File: config.mk
export PLATFORM = sky130hd
export DESIGN_NAME = dcbr_ctrl
export DESIGN_NICKNAME = d
export VERILOG_FILES = /design/src/dcbr_pkg.sv /design/src/dcbr_ctrl.sv
export VERILOG_INCLUDE_DIRS = /design/src /design/src/src
export SDC_FILE = /design/constraint.sdc
export NUM_CORES = 1
export LEC_CHECK = 0
export ABC_AREA = 1
export BUFFER_PORTS_ARGS = -buffer_cell sky130_fd_sc_hd__buf_2
export CAP_MARGIN = 5
export CORE_MARGIN = 1.5
export CORE_UTILIZATION = 40
export DETAILED_ROUTE_END_ITERATION = 7
export GPL_ROUTABILITY_DRIVEN = 0
export GPL_TIMING_DRIVEN = 0
export PLACE_DENSITY = 0.67
export SYNTH_ARGS = -nofsm -noshare
export SYNTH_HDL_FRONTEND = slang
export SYNTH_SLANG_ARGS = --single-unit
File: constraint.sdc
create_clock -name aclk -period 3.3 [get_ports aclk]
set_input_delay 0.495 -clock aclk [delete_from_list [all_inputs] [get_ports aclk]]
set_output_delay 0.495 -clock aclk [all_outputs]
set_load 0.03 [all_outputs]
File: src/assert_macros.svh
// Assertion macros for the RTL modules of the depthwise convolution block.
// No dependencies; included by modules that carry concurrent checks.
`ifndef ASSERT_MACROS_SVH
`define ASSERT_MACROS_SVH
`ifndef SYNTH
// Property must hold at every rising clock edge outside of reset.
`define DCBR_ASSERT(lbl, clk, rstn, prop, msg) \
    lbl: assert property (@(posedge clk) disable iff (!rstn) (prop)) else $error(msg);
// Antecedent in one cycle implies consequent in the next cycle.
`define DCBR_ASSERT_NEXT(lbl, clk, rstn, ante, cons, msg) \
    lbl: assert property (@(posedge clk) disable iff (!rstn) (ante) |=> (cons)) else $error(msg);
`else
`define DCBR_ASSERT(lbl, clk, rstn, prop, msg)
`define DCBR_ASSERT_NEXT(lbl, clk, rstn, ante, cons, msg)
`endif
`endif

File: src/dcbr_pkg.sv
// Shared types, constants and helper functions of the depthwise convolution block.
// No dependencies; imported by the controller, the datapath and the top level.
package dcbr_pkg;

    localparam int MAX_WIDTH  = 256;
    localparam int MAX_HEIGHT = 256;
    localparam int MAX_KERNEL = 7;
    localparam int FRAC_BITS  = 8;
    localparam int NUM_TAPS   = MAX_KERNEL * MAX_KERNEL;
    localparam int LINE_ROWS  = MAX_KERNEL - 1;
    localparam int DATA_W     = 16;
    localparam int PROD_W     = 2 * DATA_W;
    localparam int ACC_W      = PROD_W + $clog2(NUM_TAPS);
    localparam int POS_W      = 8;
    localparam int DIM_W      = 9;
    localparam int K_W        = 3;
    localparam int TAP_W      = 6;
    localparam int CFG_IDX_W  = 3;
    localparam int CFG_DATA_W = 9;
    localparam int DIV_CNT_W  = $clog2(POS_W);

    // Input commands.
    typedef enum logic [1:0] {
        CMD_WEIGHT = 2'd0,
        CMD_BIAS   = 2'd1,
        CMD_PIXEL  = 2'd2,
        CMD_UNUSED = 2'd3
    } cmd_t;

    // Configuration register indexes.
    typedef enum logic [CFG_IDX_W-1:0] {
        REG_IN_WIDTH  = 3'd0,
        REG_IN_HEIGHT = 3'd1,
        REG_KERNEL_W  = 3'd2,
        REG_KERNEL_H  = 3'd3,
        REG_STRIDE_W  = 3'd4,
        REG_STRIDE_H  = 3'd5,
        REG_FUSE_BIAS = 3'd6,
        REG_FUSE_RELU = 3'd7
    } cfg_idx_t;

    typedef struct packed {
        logic [1:0]              command;
        logic [TAP_W-1:0]        tap_index;
        logic signed [DATA_W-1:0] value;
    } in_item_t;

    typedef struct packed {
        logic signed [DATA_W-1:0] result_value;
        logic [POS_W-1:0]         out_col;
        logic [POS_W-1:0]         out_row;
        logic                     saturated;
        logic                     last_of_plane;
    } out_item_t;

    // Geometry after clamping to the supported range.
    typedef struct packed {
        logic [DIM_W-1:0] w;
        logic [DIM_W-1:0] h;
        logic [K_W-1:0]   kw;
        logic [K_W-1:0]   kh;
        logic [K_W-1:0]   sw;
        logic [K_W-1:0]   sh;
        logic             fuse_bias;
        logic             fuse_relu;
    } geom_t;

    // Commands from the controller to the datapath.
    typedef struct packed {
        logic cap_pixel;
        logic load_tap;
        logic load_bias;
        logic mem_rd;
        logic shift;
        logic div_start;
        logic div_step;
        logic mac_start;
        logic mac_issue;
        logic post;
        logic out_load;
    } ctrl_cmd_t;

    // Status from the datapath to the controller.
    typedef struct packed {
        logic geom_ok;
        logic rem_zero;
        logic mac_last;
    } ctrl_stat_t;

    // Image dimension: zero acts as one, values above the maximum saturate.
    function automatic logic [DIM_W-1:0] clamp_dim(input logic [DIM_W-1:0] v,
                                                   input logic [DIM_W-1:0] hi);
        logic [DIM_W-1:0] r;
        r = v;
        if (v == '0) begin
            r = DIM_W'(1);
        end else if (v > hi) begin
            r = hi;
        end
        return r;
    endfunction

    // Kernel size or stride: zero acts as one, values above the maximum saturate.
    function automatic logic [K_W-1:0] clamp_k(input logic [K_W-1:0] v,
                                               input logic [K_W-1:0] hi);
        logic [K_W-1:0] r;
        r = v;
        if (v == '0) begin
            r = K_W'(1);
        end else if (v > hi) begin
            r = hi;
        end
        return r;
    endfunction

endpackage

File: src/dcbr_ctrl.sv
// Controller state machine of the depthwise convolution block.
// Depends on dcbr_pkg and assert_macros.svh; drives the datapath commands.
`include "assert_macros.svh"

module dcbr_ctrl
    import dcbr_pkg::*;
(
    input  logic       aclk,
    input  logic       aresetn,
    input  logic       s_valid,
    output logic       s_ready,
    input  logic [1:0] s_command,
    output logic       m_valid,
    input  logic       m_ready,
    input  ctrl_stat_t stat,
    output ctrl_cmd_t  cmd
);

    typedef enum logic [3:0] {
        ST_IDLE,
        ST_READ,
        ST_SHIFT,
        ST_DIV,
        ST_CHECK,
        ST_MAC,
        ST_DRAIN1,
        ST_DRAIN2,
        ST_POST,
        ST_FIN
    } state_t;

    state_t               state_reg, state_next;
    logic [DIV_CNT_W-1:0] div_cnt_reg, div_cnt_next;
    logic                 m_valid_reg, m_valid_next;
    logic                 out_free;

    assign out_free = !m_valid_reg || m_ready;
    assign s_ready  = (state_reg == ST_IDLE);
    assign m_valid  = m_valid_reg;

    // Next state and command decode.
    always_comb begin
        state_next   = state_reg;
        div_cnt_next = div_cnt_reg;
        cmd          = '0;
        unique case (state_reg)
            ST_IDLE: begin
                if (s_valid) begin
                    unique case (cmd_t'(s_command))
                        CMD_WEIGHT: cmd.load_tap  = 1'b1;
                        CMD_BIAS:   cmd.load_bias = 1'b1;
                        CMD_PIXEL: begin
                            cmd.cap_pixel = 1'b1;
                            state_next    = ST_READ;
                        end
                        default: ;
                    endcase
                end
            end
            ST_READ: begin
                cmd.mem_rd = 1'b1;
                state_next = ST_SHIFT;
            end
            ST_SHIFT: begin
                cmd.shift     = 1'b1;
                cmd.div_start = 1'b1;
                div_cnt_next  = '0;
                state_next    = stat.geom_ok ? ST_DIV : ST_IDLE;
            end
            ST_DIV: begin
                cmd.div_step = 1'b1;
                div_cnt_next = div_cnt_reg + DIV_CNT_W'(1);
                if (div_cnt_reg == DIV_CNT_W'(POS_W - 1)) begin
                    state_next = ST_CHECK;
                end
            end
            ST_CHECK: begin
                if (stat.rem_zero) begin
                    cmd.mac_start = 1'b1;
                    state_next    = ST_MAC;
                end else begin
                    state_next = ST_IDLE;
                end
            end
            ST_MAC: begin
                cmd.mac_issue = 1'b1;
                if (stat.mac_last) begin
                    state_next = ST_DRAIN1;
                end
            end
            ST_DRAIN1: state_next = ST_DRAIN2;
            ST_DRAIN2: state_next = ST_POST;
            ST_POST: begin
                cmd.post   = 1'b1;
                state_next = ST_FIN;
            end
            ST_FIN: begin
                if (out_free) begin
                    cmd.out_load = 1'b1;
                    state_next   = ST_IDLE;
                end
            end
            default: state_next = ST_IDLE;
        endcase
    end

    // Output valid flag follows the output register.
    always_comb begin
        m_valid_next = m_valid_reg;
        if (cmd.out_load) begin
            m_valid_next = 1'b1;
        end else if (m_ready) begin
            m_valid_next = 1'b0;
        end
    end

    // State and registered outputs.
    always_ff @(posedge aclk) begin
        if (!aresetn) begin
            state_reg   <= ST_IDLE;
            div_cnt_reg <= '0;
            m_valid_reg <= 1'b0;
        end else begin
            state_reg   <= state_next;
            div_cnt_reg <= div_cnt_next;
            m_valid_reg <= m_valid_next;
        end
    end

    `DCBR_ASSERT(a_load_free, aclk, aresetn, cmd.out_load |-> out_free, "output overwritten")
    `DCBR_ASSERT(a_mac_entry, aclk, aresetn, (state_reg == ST_MAC && $past(state_reg) != ST_MAC) |-> $past(state_reg) == ST_CHECK, "MAC entered out of order")
    `DCBR_ASSERT_NEXT(a_post_fin, aclk, aresetn, state_reg == ST_POST, state_reg == ST_FIN, "result not staged after post")
    `DCBR_ASSERT(a_busy_stall, aclk, aresetn, (state_reg != ST_IDLE) |-> !(cmd.cap_pixel || cmd.load_tap || cmd.load_bias), "request taken while busy")

endmodule

Word level (Yosys, flattened, before mapping)
Index checks and enable logic that the tools add are counted.
W data, S select, Z words.
- word-level logic and storage cells: 53
- bits of input ports: 9
- flip-flop bits (word level): 8
- output and inout port bits: 13
- eq/ne operators: 17
- reductions and logical operators: 7
- $add $sub $neg: 1
- muxes and demuxes: 25
- operator list (kind ; count):
    $pmux W4 S10 ; 1
    $mux W4 ; 5
    $eq A4 B3 Y1 const B ; 4
    $mux W1 ; 13
    $mux W3 ; 3
    $eq A4 B2 Y1 const B ; 2
    $eq A4 B4 Y1 const B ; 2
    $ne A2 B2 Y1 const B ; 4
    $pmux W3 S2 ; 1
    $reduce_and A5 Y1 ; 1
    $eq A4 B1 Y1 const B ; 1
    $logic_not A4 Y1 ; 1
    $mux W2 ; 2
    $reduce_bool A2 Y1 ; 2
    $add A3 B1 Y3 const B ; 1
    $eq A3 B3 Y1 const B ; 1
    $eq A2 B1 Y1 const B ; 1
    $eq A2 B2 Y1 const B ; 1
    $logic_not A2 Y1 ; 1
    $ne A2 B1 Y1 const B ; 1
    $logic_not A1 Y1 ; 1
    $logic_or A1 B1 Y1 ; 1

Depth between registers and ports, before layout
Gate-level depths: netlist of run 1.
- word-level depth: 5
- gate-level depth with buffers: 7
- mapped depth without buffers: 7

Least setup slack after synthesis of run 1
Ideal clock, no wire load.
- kind: register to output
- start: register state_reg[2]
- end: output port cmd[8] in the netlist's numbering
- data arrival time: 1839 ps
- setup slack: 966 ps
- cell stages (with the launch flop): 6
- required time: 2805 ps
- buffers on the path: 0
- path through: dfxtp_1 nor2_4 inv_2 nor2_4 inv_2 nor4_1
- RTL lines (what ; line ; text):
    start: declaration ; dcbr_ctrl.sv:32 ; state_t state_reg, state_next;
    start signal: assignment ; dcbr_ctrl.sv:124 ; state_reg <= state_next;
    end: declaration ; dcbr_ctrl.sv:16 ; output ctrl_cmd_t cmd

==> reports/metrics.csv, run 1 <==
stage,metric,value,unit
clock_tree,worstSkewPairLatency,250,ps
hold_path,min_path_type,reg -> reg,
power,p_int,0.000183,W
finish,fin_area,733,um2
finish,layout_common_cells,"buf_2 (21), nand2_1 (14), nor2_1 (11)",
drt,wire_per_inst,9.68,um
drt,vias_per_cell,4.94,
floorplan,dieWidth,41.3,um
drt,drt_pass1_iterations,4,
synthesis,synth_warnings,0,
timing,rsz0062_at_grt,false,
finish,nFillCells,139,
placed_design,place_area,711,um2
clock_tree,cts_max_level,1,
clock_tree,cts.sinks,8,
worst_setup_path,endpoint_kind,output pin,
finish,n_antenna_cell,0,
clock_tree,numCtsBuffers,3,
clock_tree,clock-root-buffer,clkbuf_4,
synthesis,synthCells,86,
power,netSwitchingFraction,39.6,%
worst_setup_path,worstSetupPathType,reg -> out,
timing,fin_crit_sh,61.8,%
timing,worst_slew_pin_slew,316,ps
floorplan,core,1330,um2
grt,grt-ovfl-total,0,
timing,hold_viol,0,
worst_setup_path,cp.depth,6,
grt,antenna_found_initial,0,
synthesis,synth_fp_nets,97,
drt,drc,0,
timing,period_needed,2040,ps
grt,grt_use_total,17.2,%
clock_tree,clk_pin_slew,50,ps
worst_setup_path,cp_data_arrival_time,1540,ps
floorplan,rows,13,
power,p_comb_share,40.5,%
floorplan,initial_core_util,44.0,%
timing,setup_slack,1260,ps
grt,grt_max_degree,9,
worst_setup_path,critPathTopFamily,simple AND/OR/NAND/NOR gates,
floorplan,die_h,41.3,um
synthesis,synth_seq_area_share,27.3,%
timing,finalMaxSlewViolations,0,
finish,area_delta_synth_final,24.9,%
flow_run,drv_cap,0,
clock_tree,cts.path.max_buffers,2,
finish,largest_reg_flops,4,
worst_setup_path,reg2reg_to,state_reg[1],
worst_setup_path,r2r_cells,7,
finish,multi_input_area,348,um2
timing,slew_headroom,78.9,%
worst_setup_path,crit_chain,nor2_4 -> inv_2 -> nor2_4 -> inv_2 -> nor4_1 -> buf_2,
placed_design,port_buffers,21,
finish,fin_nets,123,
floorplan,pin_count,22,
worst_setup_path,startpoint,state_reg[2],
power,peakVddDrop,0.298,mV
clock_tree,cts_resized,0,
grt,grt_pass1_vias,490,
clock_tree,ctsHoldBuffers,0,
drt,antenna_left,0,
clock_tree,cts_tree,done,
clock_tree,cts_setup_buffers,0,
synthesis,ys_types,21,
timing,max_freq,0.490,GHz
drt,wirelength,1210,um
placed_design,place_inst,122,
worst_setup_path,worstPathRequired,2800,ps
finish,final_cells,125,
run_status,status,"finished, final reports clean",
synthesis,synth.cell_area,587,um2
drt,first_iter_violations,10,
power,clock_power_share,23.8,%
worst_setup_path,critPathSlowestCell,dfxtp_1,
finish,drive_gt1_share,40.0,%
worst_setup_path,endpoint,cmd[9],
drt,vias,617,
placed_design,dp.final_hpwl,1040,um
finish,layout_commonest_cell,buf_2,
finish,final-seq-area,160,um2
worst_setup_path,startpoint_type,flop,
timing,tns,0,ps
timing,setup_viol,0,
synthesis,synth_seq_cells,8,
worst_setup_path,r2r-start,state_reg[0],
power,cellLeakagePower,0.402,nW
worst_setup_path,r2r_slack,2050,ps
synthesis,syn_area_per_cell,6.82,um2
timing,finClkSkew,3.56,ps
power,power_density,413,nW/um2
power,seqPwrFrac,35.7,%
power,switchingPower,0.000120,W
placed_design,pre_cts_ws,1510,ps
floorplan,dieArea,1710,um2
worst_setup_path,cp_max_fo,8,
worst_setup_path,slowest_delay,390,ps
grt,grt_pass1_wl,1880,um
worst_setup_path,worst-path-buf-inv,3,
## metrics by stage
| step | util [%] | power (W) | hold slack [ps] |
|---|---|---|---|
| 6_report | 55.0 | 0.000303 | 470 |
| 3_3_place_gp | 53.3 | 0.000232 | 456 |
| 4_1_cts | 55.0 | 0.000308 | 473 |
| 5_1_grt | 55.0 | 0.000328 | 506 |
| 2_1_floorplan | - | 0.000205 | 448 |
| 3_5_place_dp | 53.3 | 0.000233 | 465 |
## routing by layer
metal	vias to the layer above	part of all wire (%)	GRT usage, %
met5	-	0	0
met4	0	0.50	9.68
met3	2	4.4	1.60
met2	14	51	30.1
met1	275	44	20.5
li1	326	-	-
## power groups by stage
stage,Clock (W),Combinational [W],Sequential [W]
2_1_floorplan,0,0.0000966,0.000108
3_3_place_gp,0,0.000122,0.000110
6_report,0.0000721,0.000122,0.000108
3_5_place_dp,0,0.000124,0.000110
4_1_cts,0.0000759,0.000124,0.000108
5_1_grt,0.0000796,0.000139,0.000109
## cell families after synthesis
logic type | synth area share [%]
simple gates | 44.8
buf+inv | 13.4
compound gates | 10.2
flops | 27.3
fa+ha+maj | 4.26
## worst register-to-register path, delay by kind of cell, from the launching register on
family                 cells  cell delay, ps
buffers and inverters      1              70
and+or+nand+nor            5             620
DFF                        1             380
AOI/OAI and AO/OA          1              60
## cells in the mapped netlist
cell | instances | share of area (%)
dfxtp_1 | 8 | 27
nor4_1 | 2 | 2.1
nand3_2 | 1 | 1.7
a21oi_2 | 1 | 1.5
inv_1 | 10 | 6.4
nand3_1 | 8 | 6.8
nand2_4 | 1 | 1.9
ha_1 | 2 | 4.3
nand2_2 | 1 | 1.1
nor2_4 | 4 | 7.7
nor4_2 | 1 | 2.1
nand2_1 | 14 | 9.0
nor3_1 | 1 | 0.85
nand3b_4 | 1 | 3.4
o21ai_1 | 3 | 2.6
a31oi_1 | 1 | 1.1
nor2_2 | 1 | 1.1
buf_4 | 2 | 2.6
nor2_1 | 11 | 7.0
a21oi_1 | 6 | 5.1
inv_2 | 7 | 4.5
## layout make-up
class / instances / share of cell area, %
Sequential cell: 8 / 21.8
Clock buffer: 3 / 3.07
Tap cell: 15 / 2.56
Inverter: 17 / 8.70
Timing Repair Buffer: 21 / 14.3
Multi-Input combinational cell: 59 / 47.4
Buffer: 2 / 2.05
## how the worst min path moves through the flow
stage	endpoint	cells after the start	startpoint	slack, ps
final	div_cnt_reg[1]	2	div_cnt_reg[1]	470
after CTS	div_cnt_reg[1]	2	div_cnt_reg[1]	470
after global placement	div_cnt_reg[1]	2	div_cnt_reg[1]	460
after floorplan	div_cnt_reg[1]	2	div_cnt_reg[1]	450
after global routing	div_cnt_reg[2]	2	div_cnt_reg[2]	510
after detailed placement	div_cnt_reg[1]	2	div_cnt_reg[1]	460
No activity file was read; power rests on OpenSTA's default activity.
==> run 2, diff against run 1 <==
--- a/config.mk
+++ b/config.mk
@@ -6,7 +6,7 @@
 export SDC_FILE = /design/constraint.sdc
 export NUM_CORES = 1
 export LEC_CHECK = 0
-export ABC_AREA = 1
+export ABC_AREA = 0
 export BUFFER_PORTS_ARGS = -buffer_cell sky130_fd_sc_hd__buf_2
 export CAP_MARGIN = 5
 export CORE_MARGIN = 1.5
@@ -14,7 +14,7 @@
 export DETAILED_ROUTE_END_ITERATION = 7
 export GPL_ROUTABILITY_DRIVEN = 0
 export GPL_TIMING_DRIVEN = 0
-export PLACE_DENSITY = 0.67
+export PLACE_DENSITY = 0.69
 export SYNTH_ARGS = -nofsm -noshare
 export SYNTH_HDL_FRONTEND = slang
 export SYNTH_SLANG_ARGS = --single-unit
==> constraint.sdc (replaced) <==
create_clock -name aclk -period 1.86 [get_ports aclk]
set_input_delay 0.279 -clock aclk [delete_from_list [all_inputs] [get_ports aclk]]
set_output_delay 0.279 -clock aclk [all_outputs]
set_load 0.03 [all_outputs]
==> reports/metrics.csv, run 2 <==
stage,metric,value,unit,change
run_status,status,"finished, final reports clean",,unchanged
grt,grt_use_total,18.9,%,was 17.2%
synthesis,yosysMostFrequentCell,dfxtp_1,,was nand2_1
power,p_int,0.000462,W,was 0.000183 W
clock_tree,cts.path.max_buffers,2,,unchanged
floorplan,initial_core_util,42.4,%,was 44.0%
worst_setup_path,worstPathRequired,1580,ps,was 2800 ps
synthesis,synth_area_leaders,"dfxtp_1 (25%), a21boi_0 (4.8%), nor3b_1 (4.8%), o221ai_4 (4.2%), nand4b_1 (4.2%)",,"was dfxtp_1 (27%), nand2_1 (9.0%), nor2_4 (7.7%), nor2_1 (7.0%), nand3_1 (6.8%)"
synthesis,yosysTopAreaCell,dfxtp_1,,unchanged
floorplan,dieArea,1830,um2,was 1710 um2
worst_setup_path,worst-path-buf-inv,3,,unchanged
floorplan,dieWidth,42.7,um,was 41.3 um
hold_path,min_path_type,in -> reg,,was reg -> reg
power,cellLeakagePower,0.391,nW,was 0.402 nW
floorplan,pin_count,22,,unchanged
clock_tree,worstSkewPairLatency,250,ps,about the same
placed_design,port_buffers,20,,was 21
clock_tree,cts.sinks,8,,unchanged
placed_design,place_inst,110,,was 122
finish,layout_commonest_cell,buf_2,,unchanged
timing,setup_viol,0,,unchanged
timing,worst_slew_pin_slew,437,ps,was 316 ps
clock_tree,cts_tree,done,,unchanged
floorplan,core,1490,um2,was 1330 um2
power,peakVddDrop,0.457,mV,was 0.298 mV
power,p_comb_share,58.1,%,was 40.5%
grt,antenna_found_initial,0,,unchanged
worst_setup_path,worstSetupPathType,reg -> out,,unchanged
synthesis,synth_seq_area_share,25.3,%,was 27.3%
timing,rsz0062_at_grt,true,,was false
synthesis,synth.mux.area_fraction,3.37,%,was 0%
drt,vias_per_cell,5.41,,was 4.94
grt,grt_pass1_wl,2680,um,was 1880 um
synthesis,synth_fa_ha_area_share,3.96,%,was 4.26%
power,clock_power_share,16.9,%,was 23.8%
synthesis,ys.flop_type,dfxtp_1,,unchanged
worst_setup_path,cp_common_cell,buf_4,,
worst_setup_path,cp_max_fo,10,,was 8
synthesis,synth_fp_nets,85,,was 97
timing,hold_viol,0,,unchanged
worst_setup_path,crit_chain,buf_6 -> or3b_4 -> nor2_4 -> buf_4 -> buf_4,,was nor2_4 -> inv_2 -> nor2_4 -> inv_2 -> nor4_1 -> buf_2
timing,finalMaxSlewViolations,0,,unchanged
synthesis,synthCells,74,,was 86
timing,slew_headroom,70.9,%,was 78.9%
synthesis,ys_types,33,,was 21
placed_design,place_area,796,um2,was 711 um2
power,switchingPower,0.000345,W,was 0.000120 W
synthesis,synth_top_area_share,25.3,%,was 27.3%
worst_setup_path,startpoint_type,flop,,unchanged
power,power_density,914,nW/um2,was 413 nW/um2
power,seqPwrFrac,25.0,%,was 35.7%
synthesis,synth.cell_area,632,um2,was 587 um2
finish,fin_area,883,um2,was 733 um2
synthesis,synth_compound_area_share,19.4,%,was 10.2%
drt,first_iter_violations,8,,was 10
synthesis,synth_top_family_by_area,simple AND/OR/NAND/NOR gates,,unchanged
finish,layout_common_cells,"buf_2 (18), buf_4 (8), nand2_1 (6)",,"was buf_2 (21), nand2_1 (14), nor2_1 (11)"
drt,drc,0,,unchanged
clock_tree,clk_pin_slew,60,ps,was 50 ps
finish,area_delta_synth_final,39.8,%,was 24.9%
clock_tree,numCtsBuffers,3,,unchanged
clock_tree,cts_max_level,1,,unchanged
worst_setup_path,slowest_delay,430,ps,was 390 ps
grt,grt-ovfl-total,0,,unchanged
finish,drive_gt1_share,48.0,%,was 40.0%
drt,wire_per_inst,13.4,um,was 9.68 um
timing,finClkSkew,5.33,ps,was 3.56 ps
synthesis,synth_xor_area_share,0,%,unchanged
synthesis,yosys.area_share.simple,41.4,%,was 44.8%
synthesis,syn_area_per_cell,8.54,um2,was 6.82 um2
finish,final_cells,116,,was 125
grt,grt_pass1_vias,565,,was 490
timing,period_needed,1830,ps,
worst_setup_path,critPathTopFamily,simple AND/OR/NAND/NOR gates,,unchanged
power,netSwitchingFraction,42.8,%,was 39.6%
drt,vias,628,,was 617
clock_tree,clock-root-buffer,clkbuf_4,,unchanged
drt,antenna_left,0,,unchanged
placed_design,dp.final_hpwl,1100,um,was 1040 um
placed_design,pre_cts_ws,164,ps,was 1510 ps
drt,drt_pass1_iterations,4,,unchanged
timing,setup_slack,33.6,ps,was 1260 ps
finish,largest_reg_flops,4,,unchanged
power,total_power,0.000807,W,was 0.000303 W
finish,n_antenna_cell,0,,unchanged
grt,grt_max_degree,11,,was 9
floorplan,die_h,42.7,um,was 41.3 um
synthesis,synth_warnings,0,,unchanged
synthesis,synth_seq_cells,8,,unchanged
worst_setup_path,critPathSlowestCell,or3b_4,,was dfxtp_1
timing,fin_crit_sh,98.2,%,
flow_run,drv_cap,0,,unchanged
drt,wirelength,1550,um,was 1210 um
worst_setup_path,endpoint_kind,output pin,,unchanged
timing,max_freq,0.548,GHz,
synthesis,synth_common_cells,"dfxtp_1 (8), nand2_1 (6), nor2_1 (5)",,"was nand2_1 (14), nor2_1 (11), inv_1 (10)"
finish,nFillCells,135,,was 139
synthesis,synth_edf_count,0,,unchanged
clock_tree,ctsHoldBuffers,0,,unchanged
worst_setup_path,cp_data_arrival_time,1550,ps,was 1540 ps
synthesis,ys_async_sr_fraction,0,%,unchanged
floorplan,rows,14,,was 13
finish,fin_nets,113,,was 123
-- run 2: cell count changes in the layout (fill, tap and decap cells not counted), moves of 4 or more --
cell      delta
inv_1       -10
nand2_1      -8
inv_2        -7
nor2_1       -7
buf_4        +6
nand3_1      -5
a21boi_0     +4
a21oi_1      -4
-- run 2: what timing repair did --
item | 4_1_cts | 5_1_grt
resized for setup | 7 | 11
hold endpoints to repair | 0 | 0
pin swaps | 1 | 2
setup endpoints to repair | 5 | 6
cloned | 0 | 0
buffers inserted | 0 | 3
-- run 2: cell type report --
cell class | count | area, um2 | share of cell area (%)
sequential | 8 | 169 | 19.1
buffer | 8 | 53.8 | 6.09
multi-input combinational | 58 | 484 | 54.8
timing repair buffer | 23 | 134 | 15.2
tap | 16 | 20.0 | 2.27
clock buffer | 3 | 22.5 | 2.55
-- run 2: cells by family after synthesis --
| kind of cell | count (synthesis) |
|---|---|
| mux | 2 |
| compound gates | 14 |
| flops | 8 |
| fa+ha+maj | 2 |
| simple gates | 40 |
| buf+inv | 8 |
-- run 2: through the flow --
stage | hold WS [ps] | util [%] | setup TNS, ps
after global placement | 453 | 53.4 | 0
after CTS | 412 | 55.9 | 0
final | 405 | 59.3 | 0
after detailed placement | 467 | 53.4 | 0
after global routing | 425 | 59.3 | -12.5
after floorplan | 445 | - | -19.9
-- run 2: worst paths after layout --
kind | startpoint | to | slack [ps] | cells after the start
setup / recovery | state_reg[3] | cmd[6] | 30 | 5
hold / removal | stat[0] | state_reg[2] | 400 | 3
setup reg to reg | state_reg[1] | state_reg[2] | 260 | 5
hold reg to reg | div_cnt_reg[1] | div_cnt_reg[1] | 480 | 2
-- run 2: power by group through the flow --
stage / clock, W / sequential [W] / combinational [W]
6_report: 0.000136 / 0.000202 / 0.000469
5_1_grt: 0.000149 / 0.000205 / 0.000505
4_1_cts: 0.000138 / 0.000202 / 0.000438
3_5_place_dp: 0 / 0.000205 / 0.000436
3_3_place_gp: 0 / 0.000204 / 0.000432
2_1_floorplan: 0 / 0.000200 / 0.000350
-- run 2: routing by layer --
layer  up-vias  wire [um]  track usage [%]
li1        322          -                -
met1       293        753             27.2
met2        13        754             29.7
met3         0         44             2.98
met4         0          0             3.75
met5         -          0                0
-- run 2: worst register-to-register path: stages, from the launching register on --
cell and delay, ps:
dfxtp_4 370, nand2b_4 150, or3b_4 380, buf_4 150, o221ai_4 220, a2bb2o_4 240
